File: config.mk
export PLATFORM = sky130hd
export DESIGN_NAME = sph_cell_div
export DESIGN_NICKNAME = d
export VERILOG_FILES = /design/src/hdl/sph_cell_div.sv
export SDC_FILE = /design/constraint.sdc
export NUM_CORES = 1
export LEC_CHECK = 0
export ABC_AREA = 1
export BUFFER_PORTS_ARGS = -buffer_cell sky130_fd_sc_hd__buf_2
export CORE_AREA = 2 2 216 218
export CTS_CLUSTER_SIZE = 24
export DETAILED_ROUTE_END_ITERATION = 10
export DIE_AREA = 0 0 218 220
export GPL_ROUTABILITY_DRIVEN = 0
export GPL_TIMING_DRIVEN = 0
export HOLD_SLACK_MARGIN = 0.08
export PLACE_DENSITY_LB_ADDON = 0.15
export SYNTH_ARGS = -nofsm -noshare
export SYNTH_HDL_FRONTEND = slang
export SYNTH_SLANG_ARGS = --single-unit
File: constraint.sdc
create_clock -name i_clk -period 7.2 [get_ports i_clk]
set_input_delay 0 -clock i_clk [delete_from_list [all_inputs] [get_ports i_clk]]
set_output_delay 0 -clock i_clk [all_outputs]
set_load 0.03 [all_outputs]
File: src/hdl/sph_cell_div.sv
`timescale 1ns / 1ps
// floor division of a signed coordinate by the bucket size, by reciprocal multiply
// standalone, used by spatial_point_hash

module sph_cell_div #(
    parameter int BUCKET_SIZE = 2560
) (
    input  logic        i_clk,
    input  logic        i_rst_n,
    input  logic        i_start,
    input  logic [31:0] i_value,
    output logic        o_done,
    output logic [31:0] o_coord
);

    // q = (a * m) >> SH is exact for every 32-bit unsigned a with this m
    localparam int SH = 32 + $clog2(BUCKET_SIZE);
    localparam int AW = SH + 32;
    localparam logic [63:0] RECIP    = (64'd1 << SH) / 64'(BUCKET_SIZE) + 64'd1;
    localparam logic [16:0] RECIP_LO = RECIP[16:0];
    localparam logic [15:0] RECIP_HI = RECIP[32:17];
    localparam logic [31:0] BIAS     = 32'(BUCKET_SIZE - 1);

    logic          r_busy;
    logic          r_step;
    logic          r_done;
    logic          r_neg;
    logic [31:0]   r_a;
    logic [AW-1:0] r_acc;

    logic [31:0]   mag;
    logic [48:0]   prod_lo;
    logic [47:0]   prod_hi;
    logic [31:0]   quot;

    always_comb begin
        mag     = i_value[31] ? 32'(-i_value) : i_value;
        prod_lo = 49'(r_a) * 49'(RECIP_LO);
        prod_hi = 48'(r_a) * 48'(RECIP_HI);
        quot    = r_acc[SH +: 32];
    end

    always_ff @(posedge i_clk) begin
        if (!i_rst_n) begin
            r_busy <= 1'b0;
            r_step <= 1'b0;
            r_done <= 1'b0;
        end else begin
            r_done <= 1'b0;
            if (i_start) begin
                r_busy <= 1'b1;
                r_step <= 1'b0;
                r_neg  <= i_value[31];
                // floor of a negative is minus the ceiling of its magnitude
                r_a    <= i_value[31] ? mag + BIAS : mag;
            end else if (r_busy) begin
                if (!r_step) begin
                    r_acc  <= AW'(prod_lo);
                    r_step <= 1'b1;
                end else begin
                    r_acc  <= r_acc + (AW'(prod_hi) << 17);
                    r_busy <= 1'b0;
                    r_done <= 1'b1;
                end
            end
        end
    end

    assign o_done  = r_done;
    assign o_coord = r_neg ? 32'(-quot) : quot;

endmodule

; Word-level counts from Yosys, hierarchy flattened
; Index checks and enable logic that the tools add are counted.
[classes]
bitwise = 3
n_reduce_logical = 4
add_sub_neg = 4
n_mux = 8
n_mul = 2
[ops]
columns = op, count
row1 = two-way mux 32 bit, 3
row2 = adder 76 x 65 -> 76 bit, 1
row3 = negation 32 bit, 2
row4 = two-way mux 49 bit, 1
row5 = multiplier 32 x 16 -> 48 bit (second input constant), 1
row6 = multiplier 32 x 14 -> 46 bit (second input constant), 1
row7 = adder 32 x 12 -> 32 bit (second input constant), 1
row8 = two-way mux 1 bit, 4
row9 = inverter 1 bit, 3
row10 = AND reduction 3 bit, 1
row11 = OR reduction 3 bit, 1
row12 = AND reduction 2 bit, 1
row13 = OR reduction 2 bit, 1
[totals]
input_bits = 35
out_inout_bits = 33
wordCells = 28
ff_bits = 112

; Longest topological paths before layout
; Gate-level depths: netlist (run 1).
[depth]
word_depth = 4
mapped_depth = 38
mapped_depth_nobuf = 38

; Worst setup path after synthesis (run 1)
; No wires, ideal clock.
[synth_path]
path_type = reg-to-reg
start = register r_a[8]
end = register r_acc[72] (data pin)
setup_time_ns = 0.253
period_less_slack_ns = 6.679
path_slack_ns = 0.521
required_ns = 6.947
arrival_ns = 6.426
n_path_buf = 0
path_stages_with_launch = 33
cell_sequence = edfxtp_1 > ha_1 > xor2_1 > ha_1 > inv_1 > fa_1 > inv_1 > fa_1 > fa_1 > inv_1 > fa_1 > inv_1 > ha_1 > a21oi_1 > o21ai_0 > or2_2 > o21bai_1 > nand2_1 > nand2_1 > nand3_1 > nand2_1 > nand2_1 > nand2_1 > ha_1 > a21o_1 > a21oi_1 > o21ai_0 > a21oi_1 > nand3_1 > a22oi_1 > nand2_1 > nand2_1 > nor2_1
[synth_via]
elab_chain_cells = 2
[synth_lines]
columns = item, line
row1 = start: declaration, 28  ; logic [31:0] r_a;
row2 = start signal: assignment, 55  ; r_a <= i_value[31] ? mag + BIAS : mag;
row3 = multiplier 32 x 14 -> 46 bit, 39  ; prod_hi = 48'(r_a) * 48'(RECIP_HI);
row4 = adder 76 x 65 -> 76 bit, 61  ; r_acc <= r_acc + (AW'(prod_hi) << 17);
row5 = end signal: assignment, 58  ; r_acc <= AW'(prod_lo);
row6 = end signal: assignment, 61
row7 = end: declaration, 29  ; logic [AW-1:0] r_acc;
; Every way passes these cells.
; A chain may end at the register's enable or synchronous reset.

; Worst setup path in the final report (run 1)
[layout_path]
start = register r_a[15]
end = register r_acc[63] (data pin)
; The elaborated chain is that of the path after synthesis.

==> flow_metrics.tcl, run 1 <==
set metrics [dict create \
    failed_checks "negative setup slack" \
    drive_above_1_share 0.225 \
    cp_max_fo 5 \
    synth_area_per_cell_um2 7.34 \
    cts_buffers 9 \
    start_util 0.544 \
    critPathCaptureType "flop" \
    io_pins 68 \
    required_ns 7.46 \
    final_util 0.667 \
    finalCritPeriodShare 1.00 \
    clkTransAtPathRegs_ns 0.08 \
    drt-wirelength-per-cell_um 20.7 \
    port_buffers 67 \
    grt.overflow.total 0 \
    grt_pass1_wl_um 131000 \
    via_per_inst 5.87 \
    design.core.area_um2 45900 \
    most-common-layout-cells "inv_1, nand2_1, nor2_1" \
    skew_ns 0.0199 \
    ys_ff_latch 93 \
    rsz0062_at_grt "true" \
    critPathMaxStageDelay_ns 0.60 \
    clock_sinks 93 \
    cpMaxStageDelayCell "fa_2" \
    dieArea_um2 48000 \
    grt_max_degree 35 \
    clk_latency_ns 0.41 \
    place_area_um2 26100 \
    synth_area_um2 24900 \
    rows 79 \
    netlist_instances 3398 \
    antenna_found_initial 1 \
    clock.fmax_mhz 138 \
    h-tree-depth 3 \
    reg2reg_setup_slack_ns -0.03 \
    final_common_cell "inv_1" \
    die_width_um 218 \
    crit_type "reg -> reg" \
    ant_nets 0 \
    final-hold-violation-count 0 \
    die_h_um 220 \
    setup_viol 3 \
    grt_usage 0.357 \
    status "complete, but fails checks" \
    root_buffer "clkbuf_16" \
    cts_tree "built" \
    drc 0 \
    fin_nets 4299 \
    drt-initial-drc-count 2662 \
    vias 25100 \
    grt_pass1_vias 23900 \
    fin_area_um2 30600 \
    area_growth_pct 22.7 \
    synth_nets 4041 \
    min_period_ns 7.23 \
    worstHoldPathType "in -> reg" \
    yosysWarnings 0 \
    relSlewSlack 0.323 \
    drv_cap 0 \
    cpMostUsedCell "inv_1" \
    worstPathArrival_ns 7.48 \
    totalWireLength_um 88400 \
    slew_violations 0 \
    yosysUniqueCellTypes 56 \
    worst_pin_slew_ns 1.02 \
    setup_tns_ns -0.0428 \
    hpwl_um 70100 \
    ys_seq_area_frac 0.111 \
    cts.path.max_buffers 2 \
    start_kind "flop" \
    drt-pass1-iter-count 8 \
    fin_ws_ns -0.0252 \
]
-- per-stage QoR --
step           hold slack, ns  setup WS, ns  instances
6_report                0.111       -0.0252       4270
3_3_place_gp            0.233         -1.99       4072
4_1_cts                0.0802       -0.0150       4182
2_1_floorplan          0.0989         0.521       3398
3_5_place_dp            0.249         -1.99       4074
5_1_grt                 0.146        -0.185       4268
-- worst paths after layout --
kind	to	cells after the start	start
max	r_acc[63]$_SDFFCE_PN0P_	30	r_a[15]$_DFFE_PP_
min	r_a[5]$_DFFE_PP_	5	i_value[5]
max reg2reg	r_acc[63]$_SDFFCE_PN0P_	30	r_a[15]$_DFFE_PP_
min reg2reg	o_done$_SDFF_PP0_	2	r_busy$_SDFF_PN0_
-- routing by layer --
layer  part of all wire  routed length [um]  vias to the layer above  GRT usage
met5                  0                   0                        -          0
li1                   -                   -                    11300          -
met4              0.058                5130                        0      0.161
met2               0.46               40800                     1449      0.590
met3              0.094                8290                      377     0.0560
met1               0.39               34200                    12000      0.461
-- sequential cells by signal, summed over array words and instances, names as in the netlist --
| signal | cells |
|---|---|
| r_busy | 1 |
| r_acc | 57 |
| r_step | 1 |
| o_done | 1 |
| r_a | 32 |
| r_neg | 1 |
-- worst max-delay path: cells and delay by family, from the launching register on --
| kind | cells | cell delay [ns] |
|---|---|---|
| adders and majority gates | 8 | 3.71 |
| xor gates and xnor gates | 1 | 0.14 |
| buffers and inverters | 6 | 0.56 |
| AOI/OAI and AO/OA | 3 | 0.39 |
| and+or+nand+nor | 12 | 1.80 |
| DFF | 1 | 0.49 |
-- logic make-up (layout without fill, tap and decap cells) --
kind of cell / count (synthesis) / count (layout) / synth area share
flip-flops: 93 / 93 / 0.111
other: 0 / 2 / 0
XOR/XNOR: 131 / 131 / 0.0477
adder cells (fa/ha/maj): 608 / 608 / 0.391
buffers and inverters: 802 / 1065 / 0.122
AO/OA/AOI/OAI: 555 / 555 / 0.122
AND/OR/NAND/NOR: 1209 / 1209 / 0.207
-- cell type report --
type	instances	area, um2
multi-input combinational	2503	21900
fill	3723	15300
inverter	776	2940
sequential	93	2760
timing repair buffer	247	1790
tap	607	759
clock buffer	10	229
buffer	26	121
clock inverter	6	46.3
antenna	2	5.00
-- what timing repair did --
item                                    CTS  global route
pin swaps                                67           220
hold buffers                              9             0
endpoints found under the setup margin   40            39
endpoints found under the hold margin     8             0
resized for setup                       225           463
setup buffers                            83            87
-- Yosys cell counts (all sizes together) --
master / count / share of area
nand4: 29 / 0.0075
ha: 324 / 0.16
nand3b: 3 / 0.00090
buf: 9 / 0.0023
clkbuf: 17 / 0.0026
a22oi: 3 / 0.00090
xor2: 88 / 0.032
a21o: 21 / 0.0063
dfxtp: 3 / 0.0024
nor2: 386 / 0.062
o21bai: 13 / 0.0039
o41ai: 1 / 0.00035
a221oi: 1 / 0.00035
a211oi: 2 / 0.00060
nand2: 585 / 0.091
a41o: 1 / 0.00040
o221ai: 1 / 0.00035
o31ai: 5 / 0.0015
o22ai: 6 / 0.0015
o2111ai: 1 / 0.00035
nand3: 135 / 0.030
nor4: 14 / 0.0038
and3: 6 / 0.0015
or2: 10 / 0.0025
o21ai: 198 / 0.040
a21boi: 7 / 0.0021
a21oi: 246 / 0.050
o21a: 9 / 0.0027
o211ai: 6 / 0.0020
fa: 284 / 0.23
edfxtp: 90 / 0.11
clkinv: 1 / 0.00015
inv: 775 / 0.12
nor3: 40 / 0.0084
a31oi: 32 / 0.0080
xnor2: 43 / 0.015
and2: 1 / 0.00025
o211a: 2 / 0.00080
Power of run 1 is left out: the tool's default activity adds up to more than one toggle a clock period on the data nets, which glitch-free logic cannot reach.
==> run 2: changes to the inputs <==
==> constraint.sdc (replaced) <==
create_clock -name i_clk -period 8.05 [get_ports i_clk]
set_input_delay 0 -clock i_clk [delete_from_list [all_inputs] [get_ports i_clk]]
set_output_delay 0 -clock i_clk [all_outputs]
set_load 0.03 [all_outputs]
==> run 2 against run 1 <==
Net effect:
- utilization down 7.0 points
- critical path depth down 2
- the flow now finishes without violations
- fmax down 8.6%
- routed wire length down 7.3%
==> flow_metrics.tcl, run 2 (synthesis gave the netlist of run 1 again) <==
set metrics [dict create \
    port_buffers 67 \
    holdWs_ns 0.0986 \
    fin_area_um2 27400 \
    most-common-layout-cells "inv_1, nand2_1, nor2_1" \
    place_area_um2 26100 \
    crit_type "reg -> reg" \
    h-tree-depth 3 \
    ant_nets 0 \
    root_buffer "clkbuf_16" \
    clkTransAtPathRegs_ns 0.07 \
    cp_top_family "adder cells" \
    antenna_found_initial 1 \
    grt_pass1_wl_um 126000 \
    worstHoldPathType "in -> reg" \
    rows 79 \
    grt_max_degree 35 \
    fin_nets 4189 \
    rr_startpoint "r_a[22]$_DFFE_PP_" \
    grt.overflow.total 0 \
    via_per_inst 5.74 \
    finalCritPeriodShare 0.982 \
    top_regs "r_acc (57), r_a (32)" \
    cts.path.max_buffers 2 \
    largest-register "r_acc" \
    io_pins 68 \
    min_from "i_value[5]" \
    worstPathArrival_ns 8.06 \
    drt-pass1-iter-count 6 \
    start_util 0.544 \
    die_width_um 218 \
    design.core.area_um2 45900 \
    status "complete, no violations" \
    final_common_cell "inv_1" \
    worst_pin_slew_ns 1.00 \
    instances_no_fill 4158 \
    drt-wirelength-per-cell_um 19.7 \
    drive_above_1_share 0.0921 \
    setup_viol 0 \
    drv_cap 0 \
    drt-initial-drc-count 2452 \
    min_period_ns 7.90 \
    final-hold-violation-count 0 \
    n_antenna_cell 0 \
    largest_reg_flops 57 \
    dieArea_um2 48000 \
    crit_buf_inv 6 \
    die_h_um 220 \
    start_kind "flop" \
    required_ns 8.21 \
    drc 0 \
    vias 23900 \
    critPathMaxStageDelay_ns 0.56 \
    cts_buffers 9 \
    critPathCaptureType "flop" \
    cpMaxStageDelayCell "fa_1" \
    clock.fmax_mhz 127 \
    grt_pass1_vias 23100 \
    clock_sinks 93 \
    cp_max_fo 6 \
    totalWireLength_um 82000 \
    grt_usage 0.345 \
    final_util 0.597 \
    cp-startpoint "r_a[22]$_DFFE_PP_" \
    dp_cells 4074 \
    hpwl_um 70100 \
    cts_tree "built" \
    slew_violations 0 \
    relSlewSlack 0.331 \
    area_growth_pct 9.81 \
    skew_ns 0.0193 \
    clk_latency_ns 0.42 \
]
## run 2: cell types whose count changed in the layout (fill, tap and decap cells not counted), sizes merged
cell	before	now
buf	247	137
inv	774	778
diode	2	0
clkinvlp	5	1
## run 2: path summary, 6_finish.rpt
kind	end	slack, ns	cells past startpoint
max	r_acc[62]$_SDFFCE_PN0P_	0.15	28
max reg2reg	r_acc[62]$_SDFFCE_PN0P_	0.15	28
min	r_a[5]$_DFFE_PP_	0.1	5
min reg2reg	o_done$_SDFF_PP0_	0.57	2
## run 2: final cells by class
cell class,instances,area (um2)
Multi-Input combinational cell,2503,19600
Fill cell,4246,18500
Inverter,776,2910
Sequential cell,93,2760
Timing Repair Buffer,137,916
Tap cell,607,759
Clock buffer,10,229
Buffer,26,121
Clock inverter,6,46.3
## run 2: worst register-to-register path, delay by kind of cell, from the launching register on
kind | cells | cell delay [ns]
flops | 1 | 0.54
buf+inv | 6 | 0.55
compound gates | 9 | 1.89
xor+xnor | 1 | 0.22
simple gates | 4 | 0.71
fa+ha+maj | 8 | 3.76
## run 2: per-stage QoR
| step | worst slack (ns) | setup TNS, ns |
|---|---|---|
| after global placement | -1.14 | -14.83 |
| after global routing | -0.0645 | -0.272 |
| after CTS | 0.00936 | 0 |
| after floorplan | 1.37 | 0 |
| final | 0.149 | 0 |
| after detailed placement | -1.14 | -14.95 |
## run 2: what timing repair did
item / CTS / global route
cloned: 0 / 0
setup endpoints to repair: 24 / 34
setup buffers: 18 / 41
pin swaps: 2 / 8
hold buffers: 9 / 0
resized for setup: 20 / 82
hold endpoints to repair: 8 / 0
## run 2: routing by layer
| metal | vias to the layer above | routed length, um | global-route usage | part of all wire |
|---|---|---|---|---|
| li1 | 11100 | - | - | - |
| met1 | 11400 | 33300 | 0.455 | 0.41 |
| met2 | 1174 | 37500 | 0.568 | 0.46 |
| met3 | 238 | 7160 | 0.0509 | 0.087 |
| met4 | 2 | 3910 | 0.141 | 0.048 |
| met5 | - | 13 | 0 | 0.00016 |
Power of run 2 is left out for the same reason.
